File: src/rtl/cisp_pkg.sv
// cisp_pkg: shared constants, types and codes of the card information tuple parser
// used by every rtl file of the block but cisp_ram; depends on nothing
`timescale 1ns / 1ps

package cisp_pkg;

  // sizing
  localparam int TEXT_CAPACITY = 64;
  localparam int MAX_TUPLES    = 64;
  localparam int SCAN_BYTES    = 6144;
  localparam int STORE_DEPTH   = 64;
  localparam int STORE_AW      = 6;

  localparam logic [12:0] BYTE_SAT  = 13'h1FFF;
  localparam logic [12:0] DEAD_SPAN = 13'd16;

  // tuple codes and characters
  localparam logic [7:0] TPL_NULL   = 8'h00;
  localparam logic [7:0] TPL_END    = 8'hFF;
  localparam logic [7:0] TPL_MANUF  = 8'h20;
  localparam logic [7:0] TPL_VERS   = 8'h15;
  localparam logic [7:0] CHAR_SPACE = 8'h20;

  // input command codes
  localparam logic CMD_START = 1'b0;
  localparam logic CMD_BYTE  = 1'b1;

  // configuration register indexes
  localparam int CFG_IDX_W = 1;
  localparam logic [CFG_IDX_W-1:0] CFG_EXP_MAKER = 1'b0;
  localparam logic [CFG_IDX_W-1:0] CFG_EXP_CARD  = 1'b1;

  localparam logic [15:0] EXP_MAKER_RST = 16'd50;
  localparam logic [15:0] EXP_CARD_RST  = 16'd1;

  typedef enum logic [1:0] {
    PH_CODE,
    PH_LINK,
    PH_BODY
  } walk_phase_e;

  typedef enum logic [1:0] {
    ST_SCAN,
    ST_READ,
    ST_LOAD
  } ctrl_state_e;

  typedef struct packed {
    logic clear;
    logic step;
    logic rd_en;
    logic emit;
  } cisp_cmd_t;

  typedef struct packed {
    logic fire;
    logic reported;
    logic last_item;
    logic out_free;
  } cisp_status_t;

endpackage

File: src/rtl/cisp_ram.sv
// cisp_ram: generic single write port ram with registered read
// no dependencies
`timescale 1ns / 1ps

module cisp_ram #(
  parameter int WIDTH = 8,
  parameter int DEPTH = 64
) (
  input  logic                     clk_i,
  input  logic                     we_i,
  input  logic [$clog2(DEPTH)-1:0] waddr_i,
  input  logic [WIDTH-1:0]         wdata_i,
  input  logic                     re_i,
  input  logic [$clog2(DEPTH)-1:0] raddr_i,
  output logic [WIDTH-1:0]         rdata_o
);

  logic [WIDTH-1:0] mem_q [DEPTH];
  logic [WIDTH-1:0] rdata_q;

  always_ff @(posedge clk_i) begin
    if (we_i) begin
      mem_q[waddr_i] <= wdata_i;
    end
    if (re_i) begin
      rdata_q <= mem_q[raddr_i];
    end
  end

  assign rdata_o = rdata_q;

endmodule

File: src/rtl/cisp_ctrl.sv
// cisp_ctrl: controller state machine, scan then report run sequencing
// depends on cisp_pkg
`timescale 1ns / 1ps

module cisp_ctrl
  import cisp_pkg::*;
(
  input  logic         clk_i,
  input  logic         rst_ni,
  input  logic         in_valid_i,
  input  logic         cmd_i,
  input  cisp_status_t status_i,
  output cisp_cmd_t    cmd_o,
  output logic         in_stall_o
);

  ctrl_state_e state_q, state_d;

  always_comb begin
    state_d = state_q;
    case (state_q)
      ST_SCAN: begin
        if (in_valid_i && cmd_i == CMD_BYTE && !status_i.reported && status_i.fire) begin
          state_d = ST_READ;
        end
      end
      ST_READ: begin
        state_d = ST_LOAD;
      end
      ST_LOAD: begin
        if (status_i.out_free) begin
          state_d = status_i.last_item ? ST_SCAN : ST_READ;
        end
      end
      default: begin
        state_d = ST_SCAN;
      end
    endcase
  end

  always_comb begin
    cmd_o      = '0;
    in_stall_o = 1'b1;
    case (state_q)
      ST_SCAN: begin
        in_stall_o = 1'b0;
        if (in_valid_i) begin
          if (cmd_i == CMD_START) begin
            cmd_o.clear = 1'b1;
          end else if (!status_i.reported) begin
            cmd_o.step = 1'b1;
          end
        end
      end
      ST_READ: begin
        cmd_o.rd_en = 1'b1;
      end
      ST_LOAD: begin
        cmd_o.emit = status_i.out_free;
      end
      default: begin
        in_stall_o = 1'b1;
      end
    endcase
  end

  always_ff @(posedge clk_i or negedge rst_ni) begin
    if (!rst_ni) begin
      state_q <= ST_SCAN;
    end else begin
      state_q <= state_d;
    end
  end

endmodule

File: src/rtl/cisp_dp.sv
// cisp_dp: datapath, dead check, tuple walk, text store, report and output registers
// depends on cisp_pkg and cisp_ram
`timescale 1ns / 1ps

module cisp_dp
  import cisp_pkg::*;
(
  input  logic                 clk_i,
  input  logic                 rst_ni,
  input  cisp_cmd_t            cmd_i,
  output cisp_status_t         status_o,
  input  logic [7:0]           tuple_byte_i,
  input  logic                 end_of_data_i,
  input  logic                 cfg_we_i,
  input  logic [CFG_IDX_W-1:0] cfg_index_i,
  input  logic [15:0]          cfg_data_i,
  input  logic                 out_stall_i,
  output logic                 out_valid_o,
  output logic                 dead_store_o,
  output logic [7:0]           fill_value_o,
  output logic [15:0]          maker_id_o,
  output logic [15:0]          card_id_o,
  output logic                 target_match_o,
  output logic [6:0]           text_length_o,
  output logic [7:0]           text_char_o,
  output logic                 char_valid_o,
  output logic                 last_result_o
);

  // parser state
  logic [7:0]  fill_q, fill_n;
  logic        all_eq_q, all_eq_n;
  logic [12:0] byte_cnt_q, byte_cnt_n;
  logic [6:0]  tpl_cnt_q, tpl_cnt_n;
  walk_phase_e phase_q, phase_n;
  logic [7:0]  code_q, code_n;
  logic [7:0]  link_q, link_n;
  logic [7:0]  pos_q, pos_n;
  logic [15:0] maker_q, maker_n;
  logic [15:0] card_q, card_n;
  logic [6:0]  text_cnt_q, text_cnt_n;
  logic [6:0]  trim_cnt_q, trim_cnt_n;
  logic        done_q, done_n;
  logic        reported_q;

  logic [13:0] nxt;
  logic        fin;
  logic        app;
  logic [7:0]  app_char;
  logic        fire;

  // report summary
  logic        sum_dead_q;
  logic [15:0] sum_maker_q, sum_card_q;
  logic        sum_match_q;
  logic [6:0]  sum_len_q;
  logic [6:0]  item_q;
  logic        last_item;

  logic        dead_n;
  logic [15:0] rep_maker, rep_card;
  logic [6:0]  rep_len;

  logic [15:0] exp_maker_q, exp_card_q;

  logic        out_valid_q;
  logic        out_dead_q, out_match_q, out_cv_q, out_last_q;
  logic [7:0]  out_fill_q, out_char_q;
  logic [15:0] out_maker_q, out_card_q;
  logic [6:0]  out_len_q;

  logic [7:0]  rdata;

  always_comb begin
    fill_n     = fill_q;
    all_eq_n   = all_eq_q;
    tpl_cnt_n  = tpl_cnt_q;
    phase_n    = phase_q;
    code_n     = code_q;
    link_n     = link_q;
    pos_n      = pos_q;
    maker_n    = maker_q;
    card_n     = card_q;
    text_cnt_n = text_cnt_q;
    trim_cnt_n = trim_cnt_q;
    done_n     = done_q;
    fin        = 1'b0;
    app        = 1'b0;
    app_char   = (tuple_byte_i == TPL_NULL) ? CHAR_SPACE : tuple_byte_i;

    if (byte_cnt_q == '0) begin
      fill_n = tuple_byte_i;
    end else if (byte_cnt_q < DEAD_SPAN && tuple_byte_i != fill_q) begin
      all_eq_n = 1'b0;
    end

    nxt = {1'b0, byte_cnt_q} + 14'd1;

    if (!done_q) begin
      case (phase_q)
        PH_CODE: begin
          if (tuple_byte_i == TPL_END) begin
            done_n = 1'b1;
          end else begin
            tpl_cnt_n = tpl_cnt_q + 7'd1;
            if (tuple_byte_i == TPL_NULL) begin
              fin = 1'b1;
            end else begin
              code_n = tuple_byte_i;
              if (tuple_byte_i == TPL_MANUF) begin
                maker_n = '0;
                card_n  = '0;
              end
              phase_n = PH_LINK;
            end
          end
        end
        PH_LINK: begin
          link_n = tuple_byte_i;
          if (tuple_byte_i == TPL_END) begin
            done_n = 1'b1;
          end else if (tuple_byte_i == 8'd0) begin
            fin = 1'b1;
          end else begin
            pos_n   = '0;
            phase_n = PH_BODY;
          end
        end
        PH_BODY: begin
          if (code_q == TPL_MANUF) begin
            case (pos_q)
              8'd0:    maker_n = {maker_q[15:8], tuple_byte_i};
              8'd1:    maker_n = {tuple_byte_i, maker_q[7:0]};
              8'd2:    card_n  = {card_q[15:8], tuple_byte_i};
              8'd3:    card_n  = {tuple_byte_i, card_q[7:0]};
              default: maker_n = maker_q;
            endcase
          end else if (code_q == TPL_VERS && pos_q >= 8'd2) begin
            if (text_cnt_q < 7'(TEXT_CAPACITY)) begin
              app        = 1'b1;
              text_cnt_n = text_cnt_q + 7'd1;
              if (app_char != CHAR_SPACE) begin
                trim_cnt_n = text_cnt_q + 7'd1;
              end
            end
          end
          pos_n = pos_q + 8'd1;
          if (pos_n >= link_q) begin
            fin = 1'b1;
          end
        end
        default: begin
          phase_n = PH_CODE;
        end
      endcase
      if (fin) begin
        phase_n = PH_CODE;
        if (tpl_cnt_n >= 7'(MAX_TUPLES) || nxt >= 14'(SCAN_BYTES)) begin
          done_n = 1'b1;
        end
      end
    end

    byte_cnt_n = (nxt > {1'b0, BYTE_SAT}) ? BYTE_SAT : nxt[12:0];
    fire = end_of_data_i || (byte_cnt_n >= DEAD_SPAN && (done_n || all_eq_n));

    dead_n    = all_eq_n && byte_cnt_n >= DEAD_SPAN;
    rep_maker = dead_n ? 16'd0 : maker_n;
    rep_card  = dead_n ? 16'd0 : card_n;
    rep_len   = dead_n ? 7'd0 : trim_cnt_n;
  end

  assign last_item = (sum_len_q == '0) || (item_q + 7'd1 == sum_len_q);

  always_ff @(posedge clk_i or negedge rst_ni) begin
    if (!rst_ni) begin
      fill_q     <= '0;
      all_eq_q   <= 1'b1;
      byte_cnt_q <= '0;
      tpl_cnt_q  <= '0;
      phase_q    <= PH_CODE;
      code_q     <= '0;
      link_q     <= '0;
      pos_q      <= '0;
      maker_q    <= '0;
      card_q     <= '0;
      text_cnt_q <= '0;
      trim_cnt_q <= '0;
      done_q     <= 1'b0;
      reported_q <= 1'b0;
    end else if (cmd_i.clear) begin
      fill_q     <= '0;
      all_eq_q   <= 1'b1;
      byte_cnt_q <= '0;
      tpl_cnt_q  <= '0;
      phase_q    <= PH_CODE;
      code_q     <= '0;
      link_q     <= '0;
      pos_q      <= '0;
      maker_q    <= '0;
      card_q     <= '0;
      text_cnt_q <= '0;
      trim_cnt_q <= '0;
      done_q     <= 1'b0;
      reported_q <= 1'b0;
    end else if (cmd_i.step) begin
      fill_q     <= fill_n;
      all_eq_q   <= all_eq_n;
      byte_cnt_q <= byte_cnt_n;
      tpl_cnt_q  <= tpl_cnt_n;
      phase_q    <= phase_n;
      code_q     <= code_n;
      link_q     <= link_n;
      pos_q      <= pos_n;
      maker_q    <= maker_n;
      card_q     <= card_n;
      text_cnt_q <= text_cnt_n;
      trim_cnt_q <= trim_cnt_n;
      done_q     <= done_n;
      reported_q <= fire;
    end
  end

  // summary of the run, taken at the byte that ends the scan
  always_ff @(posedge clk_i) begin
    if (cmd_i.step && fire) begin
      sum_dead_q  <= dead_n;
      sum_maker_q <= rep_maker;
      sum_card_q  <= rep_card;
      sum_len_q   <= rep_len;
      sum_match_q <= dead_n || (rep_maker == exp_maker_q && rep_card == exp_card_q);
    end
  end

  always_ff @(posedge clk_i or negedge rst_ni) begin
    if (!rst_ni) begin
      item_q <= '0;
    end else if (cmd_i.step && fire) begin
      item_q <= '0;
    end else if (cmd_i.emit) begin
      item_q <= item_q + 7'd1;
    end
  end

  always_ff @(posedge clk_i or negedge rst_ni) begin
    if (!rst_ni) begin
      exp_maker_q <= EXP_MAKER_RST;
      exp_card_q  <= EXP_CARD_RST;
    end else if (cfg_we_i) begin
      case (cfg_index_i)
        CFG_EXP_MAKER: exp_maker_q <= cfg_data_i;
        CFG_EXP_CARD:  exp_card_q  <= cfg_data_i;
        default:       exp_maker_q <= exp_maker_q;
      endcase
    end
  end

  cisp_ram #(
    .WIDTH(8),
    .DEPTH(STORE_DEPTH)
  ) u_text_ram (
    .clk_i  (clk_i),
    .we_i   (cmd_i.step && app),
    .waddr_i(text_cnt_q[STORE_AW-1:0]),
    .wdata_i(app_char),
    .re_i   (cmd_i.rd_en),
    .raddr_i(item_q[STORE_AW-1:0]),
    .rdata_o(rdata)
  );

  // output word register
  always_ff @(posedge clk_i or negedge rst_ni) begin
    if (!rst_ni) begin
      out_valid_q <= 1'b0;
    end else if (cmd_i.emit) begin
      out_valid_q <= 1'b1;
    end else if (!out_stall_i) begin
      out_valid_q <= 1'b0;
    end
  end

  always_ff @(posedge clk_i) begin
    if (cmd_i.emit) begin
      out_dead_q  <= sum_dead_q;
      out_fill_q  <= fill_q;
      out_maker_q <= sum_maker_q;
      out_card_q  <= sum_card_q;
      out_match_q <= sum_match_q;
      out_len_q   <= sum_len_q;
      out_char_q  <= (sum_len_q == '0) ? 8'd0 : rdata;
      out_cv_q    <= (sum_len_q != '0);
      out_last_q  <= last_item;
    end
  end

  assign status_o.fire      = fire;
  assign status_o.reported  = reported_q;
  assign status_o.last_item = last_item;
  assign status_o.out_free  = !out_valid_q || !out_stall_i;

  assign out_valid_o    = out_valid_q;
  assign dead_store_o   = out_dead_q;
  assign fill_value_o   = out_fill_q;
  assign maker_id_o     = out_maker_q;
  assign card_id_o      = out_card_q;
  assign target_match_o = out_match_q;
  assign text_length_o  = out_len_q;
  assign text_char_o    = out_char_q;
  assign char_valid_o   = out_cv_q;
  assign last_result_o  = out_last_q;

endmodule

File: src/rtl/card_info_tuple_parser_top.sv
// card_info_tuple_parser_top: top level of the card information tuple parser
// depends on cisp_pkg, cisp_ctrl, cisp_dp and cisp_ram
// Takes one structure byte per cycle while scanning: the dead check and the tuple walk
// both update on every byte taken. When the scan ends, the input is stalled for the
// report run, which gives one word per character of the trimmed version text (one word
// if the text is empty); each word goes through a read of the registered text ram and
// then a load of the output register, which waits while the output is stalled. A start
// command clears the parser; bytes after a finished run are taken and ignored.
`timescale 1ns / 1ps

module card_info_tuple_parser_top
  import cisp_pkg::*;
(
  input  logic                 clk_i,
  input  logic                 rst_ni,
  input  logic                 in_valid_i,
  output logic                 in_stall_o,
  input  logic                 cmd_i,
  input  logic [7:0]           tuple_byte_i,
  input  logic                 end_of_data_i,
  input  logic                 cfg_valid_i,
  output logic                 cfg_ready_o,
  input  logic [CFG_IDX_W-1:0] cfg_index_i,
  input  logic [15:0]          cfg_data_i,
  output logic                 out_valid_o,
  input  logic                 out_stall_i,
  output logic                 dead_store_o,
  output logic [7:0]           fill_value_o,
  output logic [15:0]          maker_id_o,
  output logic [15:0]          card_id_o,
  output logic                 target_match_o,
  output logic [6:0]           text_length_o,
  output logic [7:0]           text_char_o,
  output logic                 char_valid_o,
  output logic                 last_result_o
);

  cisp_cmd_t    cmd;
  cisp_status_t status;

  assign cfg_ready_o = 1'b1;

  cisp_ctrl u_ctrl (
    .clk_i     (clk_i),
    .rst_ni    (rst_ni),
    .in_valid_i(in_valid_i),
    .cmd_i     (cmd_i),
    .status_i  (status),
    .cmd_o     (cmd),
    .in_stall_o(in_stall_o)
  );

  cisp_dp u_dp (
    .clk_i         (clk_i),
    .rst_ni        (rst_ni),
    .cmd_i         (cmd),
    .status_o      (status),
    .tuple_byte_i  (tuple_byte_i),
    .end_of_data_i (end_of_data_i),
    .cfg_we_i      (cfg_valid_i && cfg_ready_o),
    .cfg_index_i   (cfg_index_i),
    .cfg_data_i    (cfg_data_i),
    .out_stall_i   (out_stall_i),
    .out_valid_o   (out_valid_o),
    .dead_store_o  (dead_store_o),
    .fill_value_o  (fill_value_o),
    .maker_id_o    (maker_id_o),
    .card_id_o     (card_id_o),
    .target_match_o(target_match_o),
    .text_length_o (text_length_o),
    .text_char_o   (text_char_o),
    .char_valid_o  (char_valid_o),
    .last_result_o (last_result_o)
  );

endmodule

File: config.mk
export PLATFORM = sky130hd
export DESIGN_NAME = card_info_tuple_parser_top
export DESIGN_NICKNAME = d
export VERILOG_FILES = /design/src/rtl/cisp_pkg.sv /design/src/rtl/cisp_ram.sv /design/src/rtl/cisp_ctrl.sv /design/src/rtl/cisp_dp.sv /design/src/rtl/card_info_tuple_parser_top.sv
export SDC_FILE = /design/constraint.sdc
export NUM_CORES = 1
export LEC_CHECK = 0
export BUFFER_PORTS_ARGS = -buffer_cell sky130_fd_sc_hd__buf_2
export CAP_MARGIN = 40
export CELL_PAD_IN_SITES_DETAIL_PLACEMENT = 1
export CELL_PAD_IN_SITES_GLOBAL_PLACEMENT = 1
export CORE_MARGIN = 1.5
export CORE_UTILIZATION = 45
export CTS_BUF_LIST = sky130_fd_sc_hd__clkbuf_8
export CTS_CLUSTER_DIAMETER = 30
export DETAILED_ROUTE_END_ITERATION = 7
export PLACE_DENSITY_LB_ADDON = 0.1
export REMOVE_ABC_BUFFERS = 1
export SYNTH_ARGS = -nofsm -noshare
export SYNTH_HDL_FRONTEND = slang
export SYNTH_SLANG_ARGS = --single-unit
File: constraint.sdc
create_clock -name clk_i -period 6 [get_ports clk_i]
set_input_delay 0.3 -clock clk_i [delete_from_list [all_inputs] [get_ports clk_i]]
set_output_delay 0.3 -clock clk_i [all_outputs]
set_load 0.01 [all_outputs]
==> flow_summary_export.csv, run 1 <==
group,metric,value,unit
status,run_status,"finished, final reports clean",
worst_setup_path,timing.setup.critical_path_class,"reg2reg",
die,die_height,268.6,µm
logic_synthesis,post_synth_num_cell_types,74,
worst_setup_path,ordered_cell_list_for_the_critical_path,"ha_1, and4_1, and3_1, mux2i_1, or4b_2, nand2_1, inv_1, buf_4, o41ai_1, nand4_1, o31ai_2",
die,std_cell_rows,97,
grt,grt_pass1_wl,128.6,mm
final_layout,final_nets,2165,
clock_network,cts-htree-levels,4,
sta,maxClockFrequency,223.4,MHz
clock_network,clkLatencyLatePin,0.79,ns
sta,period_minus_slack,4.477,ns
power,max-vdd-ir-drop,0.0002289,V
detailed_routing,detailedRoute.firstPassIterationCount,5,
place,place.port_buffers,92,
logic_synthesis,yosys_register_bits,765,
logic_synthesis,syn-instance-count,1913,
place,preCtsSetupSlack,1.539,ns
sta,max_slew.worst_pin.slew,0.9079,ns
grt,grt_util_all_layers,24.52,%
logic_synthesis,synth_area,31760,µm²
grt,first_global_vias,19560,
power,p_per_area,420.0,nW/µm²
die,die_x,268.6,µm
logic_synthesis,synthesis.yosys.warnings,0,
place,detailed_place_hpwl,54.64,mm
detailed_routing,antenna_left,0,
die,initial_core_util,45.43,%
clock_network,tritoncts_num_sinks,765,
worst_setup_path,end_kind,"flop",
sta,fin_worst_skew,0.04295,ns
worst_setup_path,worst-endpoint-arrival,5.09,ns
final_layout,post_route_cells_drive_above_1_share,27.78,%
die,core_region_area,69910,µm²
final_layout,final_core_utilization,53.06,%
detailed_routing,vias_per_cell,5.748,
place,gpl.final_weighted_congestion,0.8420,
sta,period_utilisation_layout,74.61,%
worst_setup_path,worst_path_largest_cell_delay,0.78,ns
sta,fin_ws,1.523,ns
detailed_routing,routed_wl,85.56,mm
place,placedInstanceArea,33390,µm²
clock_network,cts_buffers,160,
grt,globalRouteOverflowTotal,0,
hold_path,hold_path_class,"in2reg",
worst_setup_path,critical_path_top_delay_cell,"sky130_fd_sc_hd__or4b_2",
die,number_of_placed_i_o_pins,94,
sta,worst_slew_margin,39.29,%
detailed_routing,remaining_drc_errors,0,
logic_synthesis,synth-edff-count,620,
sta,unrepaired_setup_endpoints_after_global_routing,"false",
sta,slew_violations,0,
logic_synthesis,synth_top_flop_cell,"sky130_fd_sc_hd__edfxtp_1",
detailed_routing,route.vias.total,18320,
die,overall_die_area,72170,µm²
place,placedCellCount,2867,
detailed_routing,first_iter_violations,1502,
clock_network,cts_buffer_depth,3,
clock_network,post_cts.repair.setup_buffers,0,
clock_network,tritoncts,"done",
clock_network,clk_pin_slew,0.06,ns
power,p_leak,12.88,nW
sta,setup-violations-final,0,
detailed_routing,route.detailed.wl_per_inst,26.85,µm
grt,grt_max_degree,72,
logic_synthesis,synth_seq_area_share,70.07,%
final_layout,areaGrowthSynthToFinish,16.80,%
worst_setup_path,timing.critical_path.fanout_max,23,
logic_synthesis,share_of_flip_flops_with_an_asynchronous_set_or_reset_after_synthesis,18.95,%
logic_synthesis,synth.most_common_cell,"sky130_fd_sc_hd__edfxtp_1",
worst_setup_path,cp.required,6.62,ns
logic_synthesis,syn-mean-instance-area,16.60,µm²
logic_synthesis,synth.top_cells.by_count,"sky130_fd_sc_hd__edfxtp_1, sky130_fd_sc_hd__nor2_1, sky130_fd_sc_hd__mux4_2",
final_layout,layout.cell_area.non_filler,37090,µm²
logic_synthesis,post-synth-top-area-cell,"sky130_fd_sc_hd__edfxtp_1",
final_layout,final_cell_count_no_fill,3187,
clock_network,root_buffer,"sky130_fd_sc_hd__clkbuf_8",
logic_synthesis,netlist.area_leader.share,58.63,%
sta,hold_violations,0,
grt,initial_antenna_violation_count,4,
flow_run,max_cap_violation_count,0,
worst_setup_path,start_kind,"flop",
logic_synthesis,netlist_top_cells_area,"sky130_fd_sc_hd__edfxtp_1, sky130_fd_sc_hd__mux4_2, sky130_fd_sc_hd__dfrtp_1",
[layout by cell type (no fill, tap or decap), types with 29 or more instances in the layout]
cell | synthesis | routed
sky130_fd_sc_hd__inv_1 | 26 | 43
sky130_fd_sc_hd__mux4_2 | 168 | 168
sky130_fd_sc_hd__nand3_1 | 46 | 46
sky130_fd_sc_hd__o21ai_0 | 71 | 71
sky130_fd_sc_hd__mux2_2 | 30 | 30
sky130_fd_sc_hd__xnor2_1 | 37 | 37
sky130_fd_sc_hd__nor2_1 | 176 | 174
sky130_fd_sc_hd__clkbuf_8 | 0 | 171
sky130_fd_sc_hd__clkinv_1 | 0 | 29
sky130_fd_sc_hd__buf_4 | 1 | 41
sky130_fd_sc_hd__a21oi_1 | 31 | 31
sky130_fd_sc_hd__edfxtp_1 | 620 | 620
sky130_fd_sc_hd__clkinv_2 | 0 | 31
sky130_fd_sc_hd__nand2_1 | 77 | 77
sky130_fd_sc_hd__mux2i_1 | 30 | 30
sky130_fd_sc_hd__dfrtp_1 | 140 | 137
sky130_fd_sc_hd__buf_2 | 6 | 93
[per-layer routing]
| metal | vias up | global-route usage (%) | part of all wire (%) | wire length [µm] |
|---|---|---|---|---|
| met4 | 0 | 7.364 | 2.0 | 1741 |
| met2 | 540 | 40.30 | 50 | 42770 |
| met5 | - | 0 | 0 | 0 |
| li1 | 7970 | - | - | - |
| met1 | 9674 | 33.36 | 43 | 36910 |
| met3 | 135 | 4.584 | 4.8 | 4135 |
[final timing paths]
kind | startpoint | end | slack, ns | depth (start not counted)
max | u_dp.byte_cnt_q[0]$_DFFE_PN0P_ | u_dp.sum_match_q$_DFFE_PP_ | 1.52 | 11
min | tuple_byte_i[3] | u_dp.u_text_ram.mem_q[27][3]$_DFFE_PP_ | 0.08 | 1
max reg2reg | u_dp.byte_cnt_q[0]$_DFFE_PN0P_ | u_dp.sum_match_q$_DFFE_PP_ | 1.52 | 11
min reg2reg | u_dp.sum_dead_q$_DFFE_PP_ | u_dp.dead_store_o$_DFFE_PP_ | 0.42 | 0
max in group asynchronous | rst_ni | u_dp.pos_q[5]$_DFFE_PN0P_ | 4.19 | 5
min in group asynchronous | rst_ni | u_dp.exp_maker_q[5]$_DFFE_PN1P_ | 0.60 | 3
[cells by family after synthesis]
kind of cell	share of synthesized area, %
other	0.01181
and+or+nand+nor	7.356
adders and majority gates	0.6698
DFF	70.07
buffers and inverters	1.860
AOI/OAI and AO/OA	4.669
xor gates and xnor gates	1.434
muxes	13.92
[stage by stage]
step / setup TNS [ns] / hold slack (ns) / power, W
4_1_cts: 0 / 0.01056 / 0.01577
2_1_floorplan: -9.273 / 0.004409 / 0.008853
5_1_grt: 0 / 0.04096 / 0.01624
3_3_place_gp: 0 / 0.4019 / 0.009849
3_5_place_dp: 0 / 0.2276 / 0.009927
6_report: 0 / 0.07769 / 0.01558
[flip-flops by register name, summed over array words and instances (netlist names), 13 cells and up]
signal                 flops
u_dp.exp_card_q           16
u_dp.sum_card_q           16
u_dp.card_q               16
u_dp.u_text_ram.mem_q    512
u_dp.exp_maker_q          16
u_dp.card_id_o            16
u_dp.sum_maker_q          16
u_dp.maker_id_o           16
u_dp.maker_q              16
u_dp.byte_cnt_q           13
[final cells by class]
cell class                 count  area (µm²)
antenna                        1       2.502
tap                          940        1176
clock buffer                 171        2354
fill                        6623       32820
clock inverter               121        1065
sequential                   765       22260
timing repair buffer         169        1197
multi-input combinational    994        8936
inverter                      26       97.59
[report_power, final]
part           total, W  internal [W]  leakage [nW]  switching, W
combinational   0.00334       0.00149          3.55       0.00185
sequential      0.00643       0.00613          7.52      0.000307
clock           0.00580       0.00340          1.80       0.00240
[repair_timing]
action,in CTS,in global routing
hold buffers,27,0
hold endpoints to repair,147,0
resized for setup,0,0
[critical path, delay by kind of cell (launching register included)]
family	cells	cell delay, ns
flip-flops	1	0.43
buffers and inverters	2	0.90
adder cells (fa/ha/maj)	1	0.27
multiplexers	1	0.12
AO/OA/AOI/OAI	2	0.69
AND/OR/NAND/NOR	5	1.90
Note: power is estimated with default switching activity, not from simulation.
==> run 2: changes to the inputs <==
Settings changed: ABC_AREA set to 1.
Clock period 6 ns to 4.3 ns, I/O delays scaled along.
==> run 2 against run 1 <==
Worst setup slack got worse by 0.84 ns. Wire length increased by 14%. First-iteration DRC count increased by 5.9%. Non-clock buffer count increased by 19. Largest cell class unchanged. Via count increased by 26%. Clock power increased by 50%. Clock-buffer cell count increased by 1. Clock skew decreased by 0.0086 ns. Largest power group unchanged. Synthesized cell count increased by 47%. Critical path depth decreased by 3. Sequential power increased by 41%. Final cell count increased by 28%.
==> flow_summary_export.csv, run 2 <==
group,metric,value,unit
detailed_routing,route.vias.total,23040,
final_layout,largest-register,"u_dp.u_text_ram.mem_q",
sta,fin_worst_skew,0.03433,ns
final_layout,largest_register_ffs,512,
worst_setup_path,worst-endpoint-arrival,4.03,ns
sta,period_utilisation_layout,84.02,%
clock_network,cts-htree-levels,4,
logic_synthesis,synth_top_flop_cell,"sky130_fd_sc_hd__edfxtp_1",
hold_path,whs_path_depth,4,
worst_setup_path,r2r.worst_path.cells,8,
final_layout,multiInputGateArea,8409,µm²
detailed_routing,remaining_drc_errors,0,
logic_synthesis,syn-instance-count,2810,
clock_network,tritoncts_num_sinks,765,
grt,grt_max_degree,130,
grt,first_global_vias,24400,
logic_synthesis,netlist_top_cells_area,"sky130_fd_sc_hd__edfxtp_1, sky130_fd_sc_hd__dfrtp_1, sky130_fd_sc_hd__nand2_1",
clock_network,post_cts.repair.setup_buffers,0,
final_layout,layout.cell_area.non_filler,37910,µm²
detailed_routing,routed_wl,97.19,mm
logic_synthesis,synth_area,32150,µm²
worst_setup_path,critical_path.reg2reg.startpoint,"u_dp.pos_q[0]$_DFFE_PN0P_",
logic_synthesis,synth-edff-count,620,
clock_network,tritoncts,"done",
power,power,0.02504,W
worst_setup_path,end_kind,"flop",
logic_synthesis,netlist.area_leader.share,57.91,%
worst_setup_path,cp.required,4.72,ns
detailed_routing,detailedRoute.firstPassIterationCount,5,
worst_setup_path,worst_path_largest_cell_delay,0.79,ns
sta,setup-violations-final,0,
worst_setup_path,critical-path-top-cell-by-count,"sky130_fd_sc_hd__inv_1",
sta,maxClockFrequency,276.8,MHz
sta,max_slew.worst_pin.slew,0.9313,ns
grt,globalRouteOverflowTotal,0,
die,overall_die_area,73060,µm²
detailed_routing,first_iter_violations,1590,
final_layout,sequential_cell_area,22260,µm²
hold_path,hold_path_class,"in2reg",
place,placedInstanceArea,33930,µm²
die,initial_core_util,45.68,%
detailed_routing,antenna_left,0,
die,core_region_area,70390,µm²
sta,unrepaired_setup_endpoints_after_global_routing,"false",
logic_synthesis,synthesis.yosys.warnings,0,
logic_synthesis,post_synth_num_cell_types,49,
hold_path,holdPathEnd,"u_dp.exp_card_q[0]$_DFFE_PN1P_",
die,die_height,270.3,µm
detailed_routing,vias_per_cell,5.638,
worst_setup_path,start_kind,"flop",
logic_synthesis,yosys_register_bits,765,
logic_synthesis,share_of_flip_flops_with_an_asynchronous_set_or_reset_after_synthesis,18.95,%
final_layout,areaGrowthSynthToFinish,17.92,%
final_layout,mostFrequentLayoutCells,"sky130_fd_sc_hd__edfxtp_1, sky130_fd_sc_hd__nand2_1, sky130_fd_sc_hd__a21oi_1",
final_layout,mostFrequentLayoutCell,"sky130_fd_sc_hd__edfxtp_1",
logic_synthesis,synth_seq_area_share,69.21,%
place,place.port_buffers,92,
logic_synthesis,post-synth-top-area-cell,"sky130_fd_sc_hd__edfxtp_1",
sta,hold_violations,0,
logic_synthesis,synth.most_common_cell,"sky130_fd_sc_hd__edfxtp_1",
clock_network,cts_buffers,162,
logic_synthesis,synth.top_cells.by_count,"sky130_fd_sc_hd__edfxtp_1, sky130_fd_sc_hd__nand2_1, sky130_fd_sc_hd__a21oi_1",
power,max-vdd-ir-drop,0.0004389,V
place,detailed_place_hpwl,61.27,mm
worst_setup_path,ordered_cell_list_for_the_critical_path,"inv_1, ha_1, nor4_1, a311oi_1, nand2_1, inv_1, nand4_1, nor2_1",
worst_setup_path,critical_path_top_delay_cell,"sky130_fd_sc_hd__nor2_1",
clock_network,root_buffer,"sky130_fd_sc_hd__clkbuf_8",
die,die_x,270.3,µm
detailed_routing,route.detailed.wl_per_inst,23.79,µm
clock_network,clk_pin_slew,0.06,ns
final_layout,post_route_cells_drive_above_1_share,14.83,%
worst_setup_path,timing.rr.end,"u_dp.u_text_ram.mem_q[30][4]$_DFFE_PP_",
die,std_cell_rows,97,
sta,period_minus_slack,3.613,ns
clock_network,cts_buffer_depth,3,
status,run_status,"finished, final reports clean",
die,number_of_placed_i_o_pins,94,
clock_network,post_cts.resized_instances,0,
flow_run,max_cap_violation_count,0,
final_layout,final_nets,3053,
grt,initial_antenna_violation_count,2,
grt,grt_util_all_layers,26.85,%
worst_setup_path,worst-r2r-setup-slack,0.69,ns
power,p_per_area,660.5,nW/µm²
grt,grt_pass1_wl,148.2,mm
final_layout,layout.filler_cells,7502,
sta,slew_violations,0,
sta,worst_slew_margin,37.69,%
logic_synthesis,syn-mean-instance-area,11.44,µm²
power,p_leak,14.46,nW
worst_setup_path,timing.critical_path.fanout_max,11,
worst_setup_path,timing.setup.critical_path_class,"reg2reg",
place,gpl.final_weighted_congestion,0.8368,
clock_network,clkLatencyLatePin,0.80,ns
hold_path,worstHoldStart,"cfg_valid_i",
sta,timing.setup.tns,0,ns
run 2: report_power, final:
group          leakage (nW)  switching (W)  total, W  internal (W)
Clock                  1.94        0.00351   0.00869       0.00519
Sequential             7.48       0.000389   0.00908       0.00869
Combinational          5.04        0.00514   0.00727       0.00213
run 2: cell type report:
cell class | count | share of cell area (%)
Antenna cell | 3 | 0.01980
Clock buffer | 172 | 6.244
Clock inverter | 131 | 3.465
Inverter | 234 | 2.323
Multi-Input combinational cell | 1653 | 22.18
Sequential cell | 765 | 58.72
Tap cell | 940 | 3.102
Timing Repair Buffer | 188 | 3.950
run 2: worst max path at each step:
stage	start	endpoint	depth (start not counted)	slack (ns)
2_1_floorplan	u_dp.item_q[0]$_DFFE_PN0P_	u_dp.u_text_ram.rdata_o[0]$_DFFE_PN_	8	-3.68
3_3_place_gp	u_dp.pos_q[2]$_DFFE_PN0P_	u_dp.sum_maker_q[14]$_DFFE_PP_	20	0.78
3_5_place_dp	u_dp.pos_q[1]$_DFFE_PN0P_	u_dp.sum_card_q[13]$_DFFE_PP_	20	0.77
4_1_cts	u_dp.pos_q[0]$_DFFE_PN0P_	u_dp.u_text_ram.mem_q[22][5]$_DFFE_PP_	8	0.73
5_1_grt	u_dp.pos_q[0]$_DFFE_PN0P_	u_dp.sum_match_q$_DFFE_PP_	20	0.37
6_report	u_dp.pos_q[0]$_DFFE_PN0P_	u_dp.u_text_ram.mem_q[30][4]$_DFFE_PP_	8	0.69
run 2: logic make-up after synthesis:
kind of cell / after synthesis / share of synthesized area, %
simple gates: 938 / 12.36
flops: 765 / 69.21
compound gates: 666 / 12.17
buf+inv: 392 / 4.736
xor+xnor: 30 / 0.8172
fa+ha+maj: 17 / 0.6615
other cells: 1 / 0.01166
mux: 1 / 0.03502
run 2: timing repair:
item	4_1_cts	5_1_grt
hold buffers	29	0
hold endpoints to repair	147	0
endpoints found under the setup margin	0	0
run 2: stage by stage:
step	std cells	hold slack [ns]	util [%]	setup WS [ns]
after detailed placement	3751	0.2800	48.19	0.7738
after CTS	4083	0.01106	53.85	0.7339
after floorplan	2652	-0.08059	-	-3.683
after global routing	4085	0.05956	53.86	0.3723
final	4086	0.09548	53.86	0.6872
after global placement	3738	0.2690	47.87	0.7832
run 2: routing by layer:
layer | part of all wire, % | GRT usage [%]
met1 | 43 | 35.27
met2 | 50 | 45.45
met3 | 5.0 | 4.196
met4 | 2.7 | 9.247
met5 | 0 | 0
run 2: worst max-delay path, delay by kind of cell, from the launching register on:
kind	cells	cell delay, ns
simple gates	4	1.77
buf+inv	2	0.50
flops	1	0.44
compound gates	1	0.32
fa+ha+maj	1	0.19
